===== src/sv/assert_macros.svh =====
// Assertion macros shared by the string decoder modules.
`ifndef ASSERT_MACROS_SVH
`define ASSERT_MACROS_SVH

// Check a property on every rising clock edge outside reset.
`define JSU_ASSERT(lbl, prop, msg) \
    lbl: assert property (@(posedge clk) disable iff (!rst_n) prop) \
        else $error(msg);

// Check that a condition never holds outside reset.
`define JSU_NEVER(lbl, cond, msg) \
    lbl: assert property (@(posedge clk) disable iff (!rst_n) !(cond)) \
        else $error(msg);

`endif


===== src/sv/jsu_pkg.sv =====
// Shared types and codes for the JSON string decoder.
package jsu_pkg;

    // Result kinds
    localparam logic [1:0] KIND_BYTE   = 2'd0;
    localparam logic [1:0] KIND_CLOSED = 2'd1;
    localparam logic [1:0] KIND_ERROR  = 2'd2;

    // Error codes
    localparam logic [2:0] ERR_NO_QUOTE  = 3'd0;
    localparam logic [2:0] ERR_CONTROL   = 3'd1;
    localparam logic [2:0] ERR_ESCAPE    = 3'd2;
    localparam logic [2:0] ERR_HEX       = 3'd3;
    localparam logic [2:0] ERR_SURROGATE = 3'd4;
    localparam logic [2:0] ERR_END       = 3'd5;

    // Packet queue between the decoder and the serializer
    localparam int QUEUE_DEPTH = 4;
    localparam int QPTR_W      = $clog2(QUEUE_DEPTH);
    localparam int QCNT_W      = $clog2(QUEUE_DEPTH + 1);

    // Decoder modes
    typedef enum logic [2:0] {
        MODE_IDLE       = 3'd0,
        MODE_BODY       = 3'd1,
        MODE_ESC        = 3'd2,
        MODE_HEX_FIRST  = 3'd3,
        MODE_WANT_BSL   = 3'd4,
        MODE_WANT_U     = 3'd5,
        MODE_HEX_SECOND = 3'd6
    } mode_t;

    // All results caused by one source byte
    typedef struct packed {
        logic [3:0][7:0] bytes;     // bytes[0] goes out first
        logic [1:0]      last_idx;  // index of the final result
        logic [1:0]      kind;
        logic [2:0]      code;
    } pkt_t;

endpackage


===== src/sv/json_string_unescape_utf8.sv =====
// Top level of the JSON string literal decoder with UTF-8 output.
//
// Source bytes enter on the s_ stream, one request per byte, s_tlast set on
// the last byte of the source. The block waits for an opening quote, decodes
// the string body (simple escapes, \u quads, surrogate pairs) and sends the
// results on the m_ stream: decoded UTF-8 bytes, a close marker or an error.
// m_tlast marks the final result caused by one source byte; a byte may cause
// none (quote, backslash, partial hex quad) or up to four results.
// Throughput: one source byte per cycle while each byte yields at most one
// result and the receiver takes every result; a code point of n UTF-8 bytes
// holds the output for n results, and a four-entry packet queue between
// decoder and serializer absorbs the burst. A byte's results pass through
// the packet queue and the serializer's packet register on the way to m_.
// When the receiver stalls, the queue fills and s_tready drops once four
// packets wait. Reset clears the parser to idle and empties the queue.
module json_string_unescape_utf8
    import jsu_pkg::*;
(
    input  logic       clk,
    input  logic       rst_n,
    input  logic       s_tvalid,
    output logic       s_tready,
    input  logic [7:0] s_tdata,   // [7:0] data_byte
    input  logic       s_tlast,   // source_ends
    output logic       m_tvalid,
    input  logic       m_tready,
    output logic [7:0] m_tdata,   // [7:0] out_byte
    output logic [4:0] m_tuser,   // [1:0] kind, [4:2] error_code
    output logic       m_tlast    // last_of_run
);

    logic       push;
    logic       push_ready;
    pkt_t       push_pkt;
    logic       pop_valid;
    logic       pop;
    pkt_t       pop_pkt;
    logic [1:0] out_kind;
    logic [2:0] out_code;

    // Parse incoming bytes
    jsu_front u_front (
        .clk        (clk),
        .rst_n      (rst_n),
        .in_valid   (s_tvalid),
        .in_ready   (s_tready),
        .in_byte    (s_tdata),
        .in_ends    (s_tlast),
        .push       (push),
        .push_ready (push_ready),
        .push_pkt   (push_pkt)
    );

    // Buffer packets
    jsu_queue u_queue (
        .clk        (clk),
        .rst_n      (rst_n),
        .push       (push),
        .push_ready (push_ready),
        .push_pkt   (push_pkt),
        .pop_valid  (pop_valid),
        .pop        (pop),
        .pop_pkt    (pop_pkt)
    );

    // Serialize results
    jsu_back u_back (
        .clk       (clk),
        .rst_n     (rst_n),
        .pop_valid (pop_valid),
        .pop       (pop),
        .pop_pkt   (pop_pkt),
        .out_valid (m_tvalid),
        .out_ready (m_tready),
        .out_byte  (m_tdata),
        .out_kind  (out_kind),
        .out_code  (out_code),
        .out_last  (m_tlast)
    );

    assign m_tuser = {out_code, out_kind};

endmodule


===== src/sv/jsu_front.sv =====
// Decoder front end: parses one source byte per cycle, while the queue has room, into a result packet.
`include "assert_macros.svh"
module jsu_front
    import jsu_pkg::*;
(
    input  logic       clk,
    input  logic       rst_n,
    input  logic       in_valid,
    output logic       in_ready,
    input  logic [7:0] in_byte,
    input  logic       in_ends,
    output logic       push,
    input  logic       push_ready,
    output pkt_t       push_pkt
);

    localparam logic [7:0] CHAR_QUOTE = 8'h22;
    localparam logic [7:0] CHAR_BSL   = 8'h5C;
    localparam logic [7:0] CHAR_SLASH = 8'h2F;
    localparam logic [7:0] CHAR_B     = 8'h62;
    localparam logic [7:0] CHAR_F     = 8'h66;
    localparam logic [7:0] CHAR_N     = 8'h6E;
    localparam logic [7:0] CHAR_R     = 8'h72;
    localparam logic [7:0] CHAR_T     = 8'h74;
    localparam logic [7:0] CHAR_U     = 8'h75;
    localparam logic [7:0] CTRL_LIMIT = 8'h20;
    localparam logic [15:0] HI_SURR_MIN = 16'hD800;
    localparam logic [15:0] HI_SURR_MAX = 16'hDBFF;
    localparam logic [15:0] LO_SURR_MIN = 16'hDC00;
    localparam logic [15:0] LO_SURR_MAX = 16'hDFFF;
    localparam logic [20:0] SUPP_BASE   = 21'h10000;

    typedef struct packed {
        logic [3:0][7:0] bytes;
        logic [2:0]      count;
    } utf8_t;

    // Hex digit value, bit 4 set for a non-hex byte
    function automatic logic [4:0] hex_digit_val(input logic [7:0] c);
        logic [4:0] v;
        v = 5'h10;
        if (c >= 8'h30 && c <= 8'h39) v = {1'b0, c[3:0]};
        else if ((c >= 8'h61 && c <= 8'h66) || (c >= 8'h41 && c <= 8'h46))
            v = {1'b0, c[3:0] + 4'd9};
        return v;
    endfunction

    // Encode a code point as one to four UTF-8 bytes
    function automatic utf8_t utf8_encode(input logic [20:0] cp);
        utf8_t e;
        e = '0;
        if (cp <= 21'h7F) begin
            e.bytes[0] = cp[7:0];
            e.count    = 3'd1;
        end else if (cp <= 21'h7FF) begin
            e.bytes[0] = {3'b110, cp[10:6]};
            e.bytes[1] = {2'b10, cp[5:0]};
            e.count    = 3'd2;
        end else if (cp <= 21'hFFFF) begin
            e.bytes[0] = {4'b1110, cp[15:12]};
            e.bytes[1] = {2'b10, cp[11:6]};
            e.bytes[2] = {2'b10, cp[5:0]};
            e.count    = 3'd3;
        end else begin
            e.bytes[0] = {5'b11110, cp[20:18]};
            e.bytes[1] = {2'b10, cp[17:12]};
            e.bytes[2] = {2'b10, cp[11:6]};
            e.bytes[3] = {2'b10, cp[5:0]};
            e.count    = 3'd4;
        end
        return e;
    endfunction

    mode_t       mode_reg, mode_next;
    logic [15:0] acc_reg, acc_next;
    logic [1:0]  cnt_reg, cnt_next;
    logic [9:0]  held_reg, held_next;

    logic        accept;
    logic        failed;
    logic        closed;
    logic [2:0]  err;
    utf8_t       enc;
    logic [4:0]  hex_d;
    logic [15:0] acc_shift;
    logic [20:0] supp_cp;

    assign in_ready  = push_ready;
    assign accept    = in_valid && in_ready;
    assign hex_d     = hex_digit_val(in_byte);
    assign acc_shift = {acc_reg[11:0], hex_d[3:0]};
    assign supp_cp   = SUPP_BASE + {1'b0, held_reg, acc_shift[9:0]};

    // Decode the byte against the current mode
    always_comb
    begin
        mode_next = mode_reg;
        acc_next  = acc_reg;
        cnt_next  = cnt_reg;
        held_next = held_reg;
        failed    = 1'b0;
        closed    = 1'b0;
        err       = ERR_NO_QUOTE;
        enc       = '0;
        case (mode_reg)
            MODE_BODY:
            begin
                if (in_byte == CHAR_QUOTE) closed = 1'b1;
                else if (in_byte < CTRL_LIMIT)
                begin
                    failed = 1'b1;
                    err    = ERR_CONTROL;
                end
                else if (in_byte == CHAR_BSL) mode_next = MODE_ESC;
                else
                begin
                    enc.bytes[0] = in_byte;
                    enc.count    = 3'd1;
                end
            end
            MODE_ESC:
            begin
                mode_next = MODE_BODY;
                enc.count = 3'd1;
                case (in_byte)
                    CHAR_QUOTE, CHAR_BSL, CHAR_SLASH: enc.bytes[0] = in_byte;
                    CHAR_B: enc.bytes[0] = 8'h08;
                    CHAR_F: enc.bytes[0] = 8'h0C;
                    CHAR_N: enc.bytes[0] = 8'h0A;
                    CHAR_R: enc.bytes[0] = 8'h0D;
                    CHAR_T: enc.bytes[0] = 8'h09;
                    CHAR_U:
                    begin
                        enc.count = 3'd0;
                        mode_next = MODE_HEX_FIRST;
                        acc_next  = '0;
                        cnt_next  = '0;
                    end
                    default:
                    begin
                        enc.count = 3'd0;
                        failed    = 1'b1;
                        err       = ERR_ESCAPE;
                    end
                endcase
            end
            MODE_HEX_FIRST, MODE_HEX_SECOND:
            begin
                if (hex_d[4])
                begin
                    failed = 1'b1;
                    err    = ERR_HEX;
                end
                else
                begin
                    acc_next = acc_shift;
                    if (cnt_reg != 2'd3) cnt_next = cnt_reg + 2'd1;
                    else
                    begin
                        cnt_next = '0;
                        if (mode_reg == MODE_HEX_FIRST)
                        begin
                            if (acc_shift inside {[HI_SURR_MIN:HI_SURR_MAX]})
                            begin
                                held_next = acc_shift[9:0];
                                mode_next = MODE_WANT_BSL;
                            end
                            else if (acc_shift inside {[LO_SURR_MIN:LO_SURR_MAX]})
                            begin
                                failed = 1'b1;
                                err    = ERR_SURROGATE;
                            end
                            else
                            begin
                                enc       = utf8_encode({5'd0, acc_shift});
                                mode_next = MODE_BODY;
                            end
                        end
                        else if (acc_shift inside {[LO_SURR_MIN:LO_SURR_MAX]})
                        begin
                            enc       = utf8_encode(supp_cp);
                            mode_next = MODE_BODY;
                        end
                        else
                        begin
                            failed = 1'b1;
                            err    = ERR_SURROGATE;
                        end
                    end
                end
            end
            MODE_WANT_BSL:
            begin
                if (in_byte == CHAR_BSL) mode_next = MODE_WANT_U;
                else
                begin
                    failed = 1'b1;
                    err    = ERR_SURROGATE;
                end
            end
            MODE_WANT_U:
            begin
                if (in_byte == CHAR_U)
                begin
                    mode_next = MODE_HEX_SECOND;
                    acc_next  = '0;
                    cnt_next  = '0;
                end
                else
                begin
                    failed = 1'b1;
                    err    = ERR_SURROGATE;
                end
            end
            default:
            begin
                if (in_byte == CHAR_QUOTE) mode_next = MODE_BODY;
                else failed = 1'b1;
            end
        endcase

        // Drop all state on error, close or end of source
        if (failed || closed || in_ends)
        begin
            mode_next = MODE_IDLE;
            acc_next  = '0;
            cnt_next  = '0;
            held_next = '0;
        end
    end

    // Build the packet for the queue
    always_comb
    begin
        push_pkt = '0;
        push     = 1'b0;
        if (failed || closed || in_ends)
        begin
            push              = accept;
            push_pkt.last_idx = 2'd0;
            if (failed)
            begin
                push_pkt.kind = KIND_ERROR;
                push_pkt.code = err;
            end
            else if (closed) push_pkt.kind = KIND_CLOSED;
            else
            begin
                push_pkt.kind = KIND_ERROR;
                push_pkt.code = ERR_END;
            end
        end
        else
        begin
            push              = accept && (enc.count != 3'd0);
            push_pkt.bytes    = enc.bytes;
            push_pkt.kind     = KIND_BYTE;
            push_pkt.last_idx = 2'(enc.count - 3'd1);
        end
    end

    // Advance parser state on each accepted byte
    always_ff @(posedge clk or negedge rst_n)
    begin
        if (!rst_n)
        begin
            mode_reg <= MODE_IDLE;
            acc_reg  <= '0;
            cnt_reg  <= '0;
            held_reg <= '0;
        end
        else if (accept)
        begin
            mode_reg <= mode_next;
            acc_reg  <= acc_next;
            cnt_reg  <= cnt_next;
            held_reg <= held_next;
        end
    end

    `JSU_ASSERT(a_status_single, (push && push_pkt.kind != KIND_BYTE) |-> (push_pkt.last_idx == 2'd0), "status packet must hold one result")
    `JSU_ASSERT(a_status_idle, (push && push_pkt.kind != KIND_BYTE) |=> (mode_reg == MODE_IDLE), "parser must return to idle after a status result")

endmodule


===== src/sv/jsu_queue.sv =====
// Short packet queue between the decoder and the serializer.
`include "assert_macros.svh"
module jsu_queue
    import jsu_pkg::*;
(
    input  logic clk,
    input  logic rst_n,
    input  logic push,
    output logic push_ready,
    input  pkt_t push_pkt,
    output logic pop_valid,
    input  logic pop,
    output pkt_t pop_pkt
);

    pkt_t              mem_reg [QUEUE_DEPTH];
    logic [QPTR_W-1:0] wr_ptr_reg, wr_ptr_next;
    logic [QPTR_W-1:0] rd_ptr_reg, rd_ptr_next;
    logic [QCNT_W-1:0] count_reg, count_next;

    assign push_ready = (count_reg != QCNT_W'(QUEUE_DEPTH));
    assign pop_valid  = (count_reg != '0);
    assign pop_pkt    = mem_reg[rd_ptr_reg];

    // Advance pointers and fill count
    always_comb
    begin
        wr_ptr_next = wr_ptr_reg;
        rd_ptr_next = rd_ptr_reg;
        count_next  = count_reg;
        if (push)
        begin
            wr_ptr_next = (wr_ptr_reg == QPTR_W'(QUEUE_DEPTH - 1)) ? '0
                                                                   : wr_ptr_reg + QPTR_W'(1);
        end
        if (pop)
        begin
            rd_ptr_next = (rd_ptr_reg == QPTR_W'(QUEUE_DEPTH - 1)) ? '0
                                                                   : rd_ptr_reg + QPTR_W'(1);
        end
        if (push && !pop) count_next = count_reg + QCNT_W'(1);
        else if (pop && !push) count_next = count_reg - QCNT_W'(1);
    end

    always_ff @(posedge clk or negedge rst_n)
    begin
        if (!rst_n)
        begin
            wr_ptr_reg <= '0;
            rd_ptr_reg <= '0;
            count_reg  <= '0;
        end
        else
        begin
            wr_ptr_reg <= wr_ptr_next;
            rd_ptr_reg <= rd_ptr_next;
            count_reg  <= count_next;
        end
    end

    // Store the request payload
    always_ff @(posedge clk)
    begin
        if (push) mem_reg[wr_ptr_reg] <= push_pkt;
    end

    `JSU_NEVER(a_no_overflow, push && !push_ready, "push into a full queue")
    `JSU_NEVER(a_no_underflow, pop && !pop_valid, "pop from an empty queue")

endmodule


===== src/sv/jsu_back.sv =====
// Serializer: sends the results of each packet one per cycle while the receiver is ready.
`include "assert_macros.svh"
module jsu_back
    import jsu_pkg::*;
(
    input  logic       clk,
    input  logic       rst_n,
    input  logic       pop_valid,
    output logic       pop,
    input  pkt_t       pop_pkt,
    output logic       out_valid,
    input  logic       out_ready,
    output logic [7:0] out_byte,
    output logic [1:0] out_kind,
    output logic [2:0] out_code,
    output logic       out_last
);

    pkt_t       cur_reg;
    logic [1:0] idx_reg;
    logic       busy_reg;
    logic       beat_done;
    logic       last_beat;

    assign last_beat = (idx_reg == cur_reg.last_idx);
    assign beat_done = busy_reg && out_ready;
    assign pop       = pop_valid && (!busy_reg || (beat_done && last_beat));

    assign out_valid = busy_reg;
    assign out_byte  = cur_reg.bytes[idx_reg];
    assign out_kind  = cur_reg.kind;
    assign out_code  = cur_reg.code;
    assign out_last  = last_beat;

    // Step through the packet, load the next one behind the final result
    always_ff @(posedge clk or negedge rst_n)
    begin
        if (!rst_n)
        begin
            busy_reg <= 1'b0;
            idx_reg  <= '0;
        end
        else if (pop)
        begin
            busy_reg <= 1'b1;
            idx_reg  <= '0;
        end
        else if (beat_done)
        begin
            if (last_beat) busy_reg <= 1'b0;
            else idx_reg <= idx_reg + 2'd1;
        end
    end

    // Hold the packet payload
    always_ff @(posedge clk)
    begin
        if (pop) cur_reg <= pop_pkt;
    end

    `JSU_ASSERT(a_idx_in_range, busy_reg |-> (idx_reg <= cur_reg.last_idx), "result index past end of packet")

endmodule


===== config.mk =====
export PLATFORM = sky130hd
export DESIGN_NAME = json_string_unescape_utf8
export DESIGN_NICKNAME = d
export VERILOG_FILES = /design/src/sv/jsu_pkg.sv /design/src/sv/json_string_unescape_utf8.sv /design/src/sv/jsu_front.sv /design/src/sv/jsu_queue.sv /design/src/sv/jsu_back.sv
export VERILOG_INCLUDE_DIRS = /design/src /design/src/sv
export SDC_FILE = /design/constraint.sdc
export NUM_CORES = 1
export LEC_CHECK = 0
export ABC_AREA = 0
export BUFFER_PORTS_ARGS = -buffer_cell sky130_fd_sc_hd__clkbuf_2
export CORE_MARGIN = 2
export CORE_UTILIZATION = 35
export CTS_CLUSTER_SIZE = 30
export DETAILED_ROUTE_END_ITERATION = 8
export GPL_TIMING_DRIVEN = 0
export PLACE_DENSITY = 0.49
export SLEW_MARGIN = 20
export SYNTH_ARGS = -nofsm -noshare
export SYNTH_HDL_FRONTEND = slang
export SYNTH_HIERARCHICAL = 1
export SYNTH_SLANG_ARGS = --single-unit

===== constraint.sdc =====
create_clock -name clk -period 8.8 [get_ports clk]
set_input_delay 0 -clock clk [delete_from_list [all_inputs] [get_ports clk]]
set_output_delay 0 -clock clk [all_outputs]
set_load 0.005 [all_outputs]

==> results.md, run 1 <==
* Critical path, cell by cell: ha_1 > or2_2 > o21a_1 > or3b_2 > and3_1 > o21ai_0 > nand3_2 > a2111oi_4 > ha_1 > a31oi_1 > ha_1 > inv_1 > fa_1 > mux2_2
* Global route overflow at 0
* Fin util at 0.4099
* Leakage at 4.320 nW
* Hold Crit Class: in2async
* Rows at 64
* Max-cap violations at 0
* Clk sink count at between 200 and 250
* Fin. Hold Viols at 0
* Most used cell, CP: ha_1
* RR Startpoint: u_front/held_reg[6]
* Worst path top cell family by delay: compound AO/OA/AOI/OAI gates
* Drt wl/cell at 22.17 microns
* Status: finished clean
* Crit. End Element: register
* Area leader, netlist: edfxtp_1
* Worst Skew at 0.01246 ns
* Arrival @ worst endpoint at 5.15 ns
* Synth warn at 6
* Placed Instances at 1204
* Die H at 181.5 microns
* Pin count of the biggest net entering global routing at 40
* Tightest Pin Transition at 0.9210 ns
* FF-to-FF setup slack at 4.08 ns
* Final setup viols at 0
* WL final at 27890 microns
* Cell area after synthesis at 11030 sq um
* CP Data Required Time at 9.23 ns
* Max FFs per register at 156
* Worst skew pair latency at 0.54 ns
* DRC at 0
* RSZ-0062 raised after global routing: false
* All-layer global routing usage at 0.1703
* CTS Buffer Depth at 3
* Worst-path clk slew at 0.06 ns
* Worst R2R Path Depth at 14
* CTS tree: done
* Max Freq at around 210 MHz
* Avg Synthesized Cell Area at approximately 14 sq um
* Final antenna-violating net count at 0
* Antenna violations before repair at 0
* GP Congestion at 0.8938
* Yosys reg bits at 232
* Top Usage Layer GRT: met2
* Register area share after synthesis at 0.6150
* Die Area at 32940 sq um
* Synth area leaders: edfxtp_1, dfrtp_1, mux4_2, mux4_1, nand2_1
* Layout Cells excl Fill at 1258
* CP Launch Type: register
* Total Nets Final at 869
* Ys flop type: edfxtp_1
* Maximum VDD drop at about 140 uV
* Initial DRC count at 547
* Via density at roughly 5.5
* Layout cell share with drive strength beyond 1 at 0.2019
* Max FO, Critical Path at 9
* Async SR Flop Fraction at 0.1595
* Root buf cell: clkbuf_16
* Post-synth EDFFs at 195
* Vias in the first global route at 6935
* Fin crit period at 4.722 ns
* Yosys top cell area share at 0.5310
* Mapped Cells at about 780
* Final Cycle Share at 0.5366
* PD cells at between 200 and 300 nW/um^2
* Core Area at 30830 sq um
* Filler cells at 2856
* CTS Buf Count at 27
* Pwr Total at 3.559 mW
* Die Wd at 181.5 microns
* Rel. slew slack at 0.3831
* Postcts setup bufs at 0
* I/O pin count at 29
* Grt met2 use at 0.2800
* Initial core utilization at 0.3577
* Setup TNS at 0 ns
* Vias post-DR at 6931
* Kind of critical path: reg2reg
* Max-slew violations at 0
* H-tree levels at 1
* Critical path's largest stage delay at 0.49 ns
* Post-DP HPWL at 18760 microns
* Worst reg2reg endpoint: u_queue/count_reg[1]
* Worst Path Buf+Inv at 1
* First-pass GRT wire length at 42750 microns
* N_diodes at 0
* Worst path slowest cell: or3b_2
* GR Util met1 at 0.2397
* Area growth from synthesis to layout at 14.60%
* Synth unique cells at 85
* Routing usage on met3 at 0.02286
* DR pass1 iterations at 5
* Port Buffers at 28
[power by group]
part	switching (mW)	internal, mW	leakage (nW)
Sequential	0.0696	1.50	2.26
Combinational	0.469	0.420	1.62
Clock	0.430	0.668	0.436
Total	0.969	2.59	4.32
[how the worst max path moves through the flow]
stage | to | cells past startpoint | slack (ns) | from
final | u_queue/count_reg[1] | 14 | 4.08 | u_front/held_reg[6]
after global placement | u_queue/mem_reg[1][0] | 15 | 2.54 | s_tdata[0]
after floorplan | u_queue/mem_reg[1][0] | 14 | 4.62 | s_tdata[1]
after global routing | u_queue/count_reg[1] | 14 | 3.76 | u_front/held_reg[6]
after detailed placement | u_queue/count_reg[2] | 20 | 3.61 | s_tdata[0]
after CTS | u_queue/count_reg[1] | 14 | 4.09 | u_front/held_reg[6]
[Yosys cell counts (all sizes together), types with 4 or more instances]
cell type	n
a211oi	4
a21o	4
a21oi	40
a221oi	4
a22o	14
a22oi	4
a31oi	10
and2	14
and3	6
buf	31
clkbuf	18
dfrtp	37
edfxtp	195
ha	14
inv	21
mux2	5
mux2i	6
mux4	47
nand2	64
nand2b	8
nand3	17
nand3b	4
nor2	44
nor2b	5
nor3	9
nor3b	7
nor4	8
o211ai	6
o21a	5
o21ai	42
o221ai	4
o22ai	8
o31ai	13
or2	8
or3	7
xnor2	5
[layout by cell type, fill, tap and decap left out, types with 5 or more instances in the layout]
| cell type | count |
|---|---|
| buf_4 | 11 |
| o211ai_1 | 6 |
| and2_1 | 10 |
| buf_2 | 12 |
| clkbuf_16 | 27 |
| nand3_1 | 16 |
| mux4_2 | 38 |
| ha_1 | 14 |
| nand2b_1 | 8 |
| mux2i_1 | 6 |
| dfrtp_1 | 37 |
| xnor2_1 | 5 |
| a31oi_1 | 10 |
| or2_2 | 6 |
| clkbuf_2 | 27 |
| o21a_1 | 5 |
| nor3_1 | 8 |
| mux4_1 | 9 |
| nor2_1 | 42 |
| nor4_1 | 7 |
| o21ai_0 | 39 |
| clkbuf_1 | 27 |
| and3_1 | 6 |
| edfxtp_1 | 195 |
| a21oi_1 | 39 |
| nor3b_1 | 6 |
| o31ai_1 | 12 |
| mux2_2 | 5 |
| buf_12 | 5 |
| inv_1 | 19 |
| or3_1 | 6 |
| a22o_1 | 14 |
| nand2_1 | 63 |
| o22ai_1 | 8 |
[area by class of cell]
class,instances,area [sq um],area share
Clock inverter,13,163.9,0.01297
Buffer,49,320.3,0.02535
Inverter,21,78.83,0.006238
Timing Repair Buffer,33,202.7,0.01604
Multi-Input combinational cell,477,3871,0.3063
Clock buffer,37,723.2,0.05723
Sequential cell,232,6782,0.5366
Tap cell,396,495.5,0.03921
[worst register-to-register path, delay by kind of cell (launching register included)]
family | cells | cell delay, ns
flip-flops | 1 | 0.46
adder cells (fa/ha/maj) | 4 | 1.25
buffers and inverters | 1 | 0.08
AO/OA/AOI/OAI | 4 | 1.36
AND/OR/NAND/NOR | 4 | 1.21
multiplexers | 1 | 0.26
[cells by family after synthesis]
group           Yosys count  synth area share
flops                   232            0.6150
simple gates            216            0.1041
compound gates          177            0.1107
buf+inv                  70           0.03620
mux                      58            0.1096
fa+ha+maj                15           0.01770
xor+xnor                  8          0.006355
other cells               1         0.0003401
[metal layers]
layer,up-vias,share of wire,wire length [microns]
met5,-,0,0
met4,0,0.026,712
met3,53,0.043,1204
met2,210,0.47,13150
met1,3481,0.46,12820
li1,3187,-,-
[per-stage QoR]
stage | hold slack, ns | cell area [sq um] | worst slack, ns
floorplan | -0.2956 | 11030 | 4.616
global placement | 0.2867 | 11670 | 2.545
detailed placement | 0.08607 | 11710 | 3.610
CTS | 0.05123 | 12640 | 4.088
global route | 0.1120 | 12640 | 3.764
finish | 0.05081 | 12640 | 4.078
[repair_timing]
| item | 4_1_cts | 5_1_grt |
|---|---|---|
| gates resized for setup | 0 | 0 |
| endpoints found under the hold margin | 49 | 0 |
| hold buffers | 4 | 0 |
Note: power is estimated with default switching activity, not from simulation.
==> run 2: changes to the inputs <==
Clock period 8.8 ns to 4.6 ns, I/O delays scaled along.
==> run 2 against run 1 <==
Non-clock buffer count stayed put. Worst setup slack worse by 3.8 ns. Via count is 0.76% higher. Flip-flop and latch count stayed put. Clock skew is 0.0015 ns higher. Fmax is 8.2% higher. Power is 91% higher. Global-route usage hardly changed. Final area is 0.13% higher. Critical path depth is 1 higher. Highest routed layer unchanged.
==> results.md, run 2 (synthesis gave the netlist of run 1 again) <==
* Area growth from synthesis to layout at 14.75%
* Max-slew violations at 0
* Max-cap violations at 0
* Fin crit period at 4.365 ns
* Placement-stage cell area at 11710 sq um
* Final antenna-violating net count at 0
* Worst-path clk slew at 0.06 ns
* DR top layer: met4
* Final Cycle Share at 0.9490
* CTS Buf Count at 27
* Core Area at 30830 sq um
* Worst R2R Path Depth at 15
* Layout cell share with drive strength beyond 1 at 0.2053
* N_diodes at 0
* Global route overflow at 0
* Vias in the first global route at 6930
* Post-DP HPWL at 18760 microns
* Fin. Hold Viols at 0
* CTS Buffer Depth at 3
* Initial core utilization at 0.3577
* Drt wl/cell at 22.24 microns
* Kind of critical path: reg2reg
* PD cells at 538.4 nW/um^2
* Worst Skew at between 0.01 and 0.015 ns
* WL met1 at 12850 microns
* Antenna violations before repair at 0
* RSZ-0062 raised after global routing: false
* Post-route cell area at 12650 sq um
* Leakage at 4.322 nW
* Clk sink count at 232
* Initial DRC count at 518
* Pwr Total at approximately 6.8 mW
* Total Nets Final at 869
* Final setup viols at 0
* Pin count of the biggest net entering global routing at 40
* DRC at 0
* Via density at 5.552
* WL final at ~28000 microns
* Hold Crit Class: in2async
* Root buf cell: clkbuf_16
* Wire length on met3 at about 1200 microns
* CP Launch Point: u_front/held_reg[5]
* I/O pin count at 29
* Fin util at 0.4104
* CP Launch Type: register
* Die Wd at between 150 and 200 microns
* Max Freq at 229.1 MHz
* Max FFs per register at 156
* Port Buffers at 28
* Worst hold slack at 0.05078 ns
* CTS tree: done
* DR pass1 iterations at 7
* Arrival @ worst endpoint at between 4 and 5 ns
* Tightest Pin Transition at 0.7860 ns
* Rel. slew slack at 0.4760
* Worst skew pair latency at 0.54 ns
* Die H at 181.5 microns
* GP Congestion at slightly below 0.9
* Most common cell after layout, fill and taps aside: edfxtp_1
* Placed Instances at 1204
* Met2 wire length at 13210 microns
* RR Startpoint: u_front/held_reg[5]
* CP Data Required Time at 5.06 ns
* Layout Cells excl Fill at 1258
* H-tree levels at 1
* Status: finished clean
* Maximum VDD drop at 270.7 uV
* Vias post-DR at about 7000
* Die Area at about 33000 sq um
* Most frequent cells in the layout: edfxtp_1, nand2_1, nor2_1
* Rows at 64
* Crit. End Element: register
* All-layer global routing usage at 0.1703
* Max FO, Critical Path at 9
* First-pass GRT wire length at 42730 microns
run 2: cell counts in the layout (fill, tap and decap cells not counted):
No cell type changed its count.
run 2: final timing paths:
| kind | endpoint | slack [ns] |
|---|---|---|
| worst max register to register | u_queue/count_reg[2] | 0.23 |
| worst min register to register | u_queue/count_reg[2] | 0.51 |
| min in group clk | u_queue/mem_reg[2][14] | 0.11 |
| max in group asynchronous | u_queue/rd_ptr_reg[1] | 4.12 |
| worst min-delay path | u_front/held_reg[8] | 0.05 |
| worst max-delay path | u_queue/count_reg[2] | 0.23 |
run 2: where the power goes:
| part | total (mW) | internal [mW] | switching [mW] | leakage [nW] |
|---|---|---|---|---|
| clock | 2.10 | 1.28 | 0.823 | 0.436 |
| sequential | 3.01 | 2.87 | 0.133 | 2.26 |
| combinational | 1.71 | 0.804 | 0.901 | 1.62 |
| total | 6.81 | 4.96 | 1.86 | 4.32 |
run 2: worst max-delay path, cell delays in order, from the launching register on:
cell       delay (ns)
dfrtp_1          0.48
or4_1            0.59
or2_2            0.34
nor3_1           0.32
nand2_1          0.12
mux2_2           0.39
nand3_2          0.13
a2111oi_4        0.09
ha_1             0.25
a31oi_2          0.42
ha_1             0.28
inv_1            0.07
fa_1             0.37
xor2_1           0.15
nor2_1           0.12
xor2_1           0.16
run 2: per-stage QoR:
step,setup WS [ns],setup TNS (ns)
6_report,0.2348,0
5_1_grt,0.02876,0
4_1_cts,0.1986,0
3_5_place_dp,-0.5902,-76.88
3_3_place_gp,-1.655,-256.99
2_1_floorplan,0.4155,0
run 2: per-layer routing:
layer | GRT usage | vias up
met3 | 0.02286 | 56
met5 | 0 | -
met4 | 0.04293 | 0
met2 | 0.2798 | 210
met1 | 0.2397 | 3534
li1 | - | 3184
run 2: layout make-up:
type | count | area (sq um)
fill | 2851 | 18180
sequential | 232 | 6782
multi-input combinational | 477 | 3887
clock buffer | 37 | 723.2
tap | 396 | 495.5
buffer | 49 | 320.3
timing repair buffer | 33 | 202.7
clock inverter | 13 | 163.9
inverter | 21 | 78.83
run 2: what timing repair did:
item | 4_1_cts | 5_1_grt
endpoints found under the hold margin | 51 | 0
hold buffers | 4 | 0
buffers inserted | 0 | 0
resized for setup | 2 | 2
endpoints found under the setup margin | 2 | 2
==> run 3: changes to the inputs <==
Settings changed: CTS_BUF_LIST from default to sky130_fd_sc_hd__clkbuf_2 sky130_fd_sc_hd__clkbuf_4 sky130_fd_sc_hd__clkbuf_8, SYNTH_HIERARCHICAL 1 to default.
==> run 3 against run 2 <==
Area after synthesis is 7.3% lower. Synthesized cell count fell by 4.6%. Non-clock buffer count decreased by 5. Critical path depth fell by 6. Power decreased by 10%. Utilization down 0.23 points. Fmax increased by 3.1%. Final area shrank 7.4%. Via count down 4.5%.
==> results.md, run 3 <==
* Worst reg2reg endpoint: u_queue.mem_reg[3][33]
* Status: finished clean
* CTS Buffer Depth at 3
* Initial DRC count at 492
* Die Wd at 174.9 microns
* Root buf cell: clkbuf_8
* Max Freq at about 240 MHz
* Fin crit period at 4.233 ns
* Final setup viols at 0
* Fin. Hold Viols at 0
* Register area share after synthesis at 0.6196
* Post-synth EDFFs at 180
* Logic pwr share at 0.244
* DR pass1 iterations at 8
* RR Startpoint: u_front.acc_reg[6]
* Worst hold path depth at 4
* Area leader, netlist: edfxtp_1
* I/O pin count at 29
* Critical path, cell by cell: inv_1 > nor4b_2 > nor4_1 > a21oi_1 > nand3b_1 > nor3_1 > clkbuf_1 > nand2_1 > nor4_1
* Cell area after synthesis at 10220 sq um
* Max FO, Critical Path at 10
* Rows at 62
* Die H at 174.9 microns
* DRC at 0
* Synthesized Nets at 769
* H-tree levels at 2
* Crit. End Element: register
* Layout cell share with drive strength beyond 1 at 0.2263
* CTS Buf Count at 39
* Clock power frac at 0.301
* All-layer global routing usage at 0.1797
* Vias post-DR at 6672
* Port Buffers at 26
* Total Nets Final at 838
* Most common cell in the synthesized netlist: edfxtp_1
* Rel. slew slack at 0.2664
* Worst R2R Path Depth at 9
* Via density at approximately 5.5
* GP Congestion at 0.9068
* Area growth from synthesis to layout at 14.64%
* Fin util at 0.4082
* Hold Crit Class: in2reg
* Synth area leaders: edfxtp_1, mux4_2, dfrtp_1, nand2_1, nor2_1
* Max-cap violations at 0
* Psw at 1.727 mW
* Kind of critical path: reg2reg
* Vias in the first global route at between 6000 and 7000
* Sequential power share at 0.455
* First-pass GRT wire length at 41280 microns
* N_diodes at 0
* P_int at 4.392 mW
* Final Cycle Share at 0.9203
* Ys flop type: edfxtp_1
* PD cells at 522.3 nW/um^2
* Critical path's largest stage delay at about 0.82 ns
* Most used cell, CP: nor4_1
* Max-slew violations at 0
* Yosys top cell area share at 0.5290
* CP Launch Type: register
* Max FFs per register at 144
* Synth warn at 0
* Async SR Flop Fraction at 0.1705
* Die Area at 30580 sq um
* Arrival @ worst endpoint at 4.44 ns
* Hold EP: u_front.held_reg[4]
* Worst path top cell family by delay: simple AND/OR/NAND/NOR gates
* Postcts setup bufs at 0
* Worst path slowest cell: nor4_1
* Global route overflow at 0
* Yosys reg bits at 217
* CP Data Required Time at 4.80 ns
* Leakage at roughly 4 nW
* Clk sink count at about 220
* Final antenna-violating net count at 0
* Post-DP HPWL at 18280 microns
* Initial core utilization at 0.3560
* Mapped Cells at 741
* Most frequent cells in the layout: edfxtp_1, nand2_1, nor2_1
* Antenna violations before repair at 0
* Pwr Total at 6.119 mW
* Worst Path Buf+Inv at 2
* Sw Ratio at 0.2823
* Top cells by count, synth: edfxtp_1, nand2_1, nor2_1
* Pin count of the biggest net entering global routing at 38
* WL final at between 20000 and 30000 microns
* RSZ-0062 raised after global routing: false
* Avg Synthesized Cell Area at 13.79 sq um
* Most common cell after layout, fill and taps aside: edfxtp_1
* Hold path startpoint: s_tlast
* Synth unique cells at 75
* CTS tree: done
* Core Area at 28700 sq um
* Worst-path clk slew at 0.06 ns
* Worst skew pair latency at 0.54 ns
* Worst Skew at about 0.015 ns
* Tightest Pin Transition at 1.083 ns
* Drt wl/cell at around 22 microns
* Maximum VDD drop at 268.4 uV
* FF-to-FF setup slack at 0.37 ns
run 3: worst max path at each step:
stage	slack [ns]	from	endpoint	cells past startpoint
5_1_grt	0.03	u_front.acc_reg[6]	u_queue.mem_reg[0][33]	9
2_1_floorplan	0.28	s_tdata[1]	u_queue.mem_reg[0][0]	16
4_1_cts	0.02	s_tdata[1]	u_queue.count_reg[2]	21
3_5_place_dp	-0.65	s_tdata[1]	u_queue.count_reg[2]	22
3_3_place_gp	-1.59	s_tdata[1]	u_queue.mem_reg[1][10]	16
6_report	0.37	u_front.acc_reg[6]	u_queue.mem_reg[3][33]	9
run 3: layout make-up:
type                    instances  area (sq um)
fillers                      2750         16990
flip-flops and latches        217          6331
multi-input cells             450          3621
clock buffers                  57         684.4
well taps                     384         480.5
plain buffers                  48         225.2
repair buffers                 29         170.2
clock inverters                 9         108.9
inverters                      25         93.84
run 3: through the flow:
stage / setup WS (ns) / cell area (sq um) / setup TNS, ns / hold WS, ns / instances
after floorplan: 0.2755 / 10220 / 0 / -0.2956 / 741
after global placement: -1.586 / 10830 / -228.34 / 0.2116 / 1151
after detailed placement: -0.6538 / 10860 / -66.10 / 0.2402 / 1152
after CTS: 0.02102 / 11690 / 0 / 0.02055 / 1220
after global routing: 0.03060 / 11720 / 0 / 0.05334 / 1219
final: 0.3666 / 11720 / 0 / 0.04432 / 1219
run 3: what timing repair did:
item,4_1_cts,5_1_grt
resized for setup,3,6
endpoints found under the setup margin,2,146
endpoints found under the hold margin,40,0
hold buffers,2,0
run 3: cells by family after synthesis:
group           after synthesis  synth area share
compound gates              149            0.1010
xor+xnor                      8          0.006856
fa+ha+maj                    15           0.01910
buf+inv                      74           0.03122
flops                       217            0.6196
mux                          63            0.1158
simple gates                215            0.1064
run 3: worst register-to-register path, cell delays in order, from the launching register on:
cell and delay, ns:
dfrtp_1 0.48, inv_1 0.14, nor4b_2 0.75, nor4_1 0.10
a21oi_1 0.21, nand3b_1 0.11, nor3_1 0.54, clkbuf_1 0.52
nand2_1 0.23, nor4_1 0.82
run 3: routing by layer:
metal	routed length, microns	track usage	vias to the layer above
met5	0	0	-
met4	744	0.06007	0
met3	1536	0.02937	57
met2	12870	0.2951	219
met1	11860	0.2438	3382
li1	-	-	3014
run 3: power by group through the flow:
stage / registers (mW) / logic [mW] / clock network (mW)
floorplan: 2.79 / 1.02 / 0
global placement: 2.83 / 1.49 / 0
detailed placement: 2.82 / 1.54 / 0
CTS: 2.79 / 1.55 / 1.89
global route: 2.82 / 1.64 / 1.98
finish: 2.78 / 1.49 / 1.84
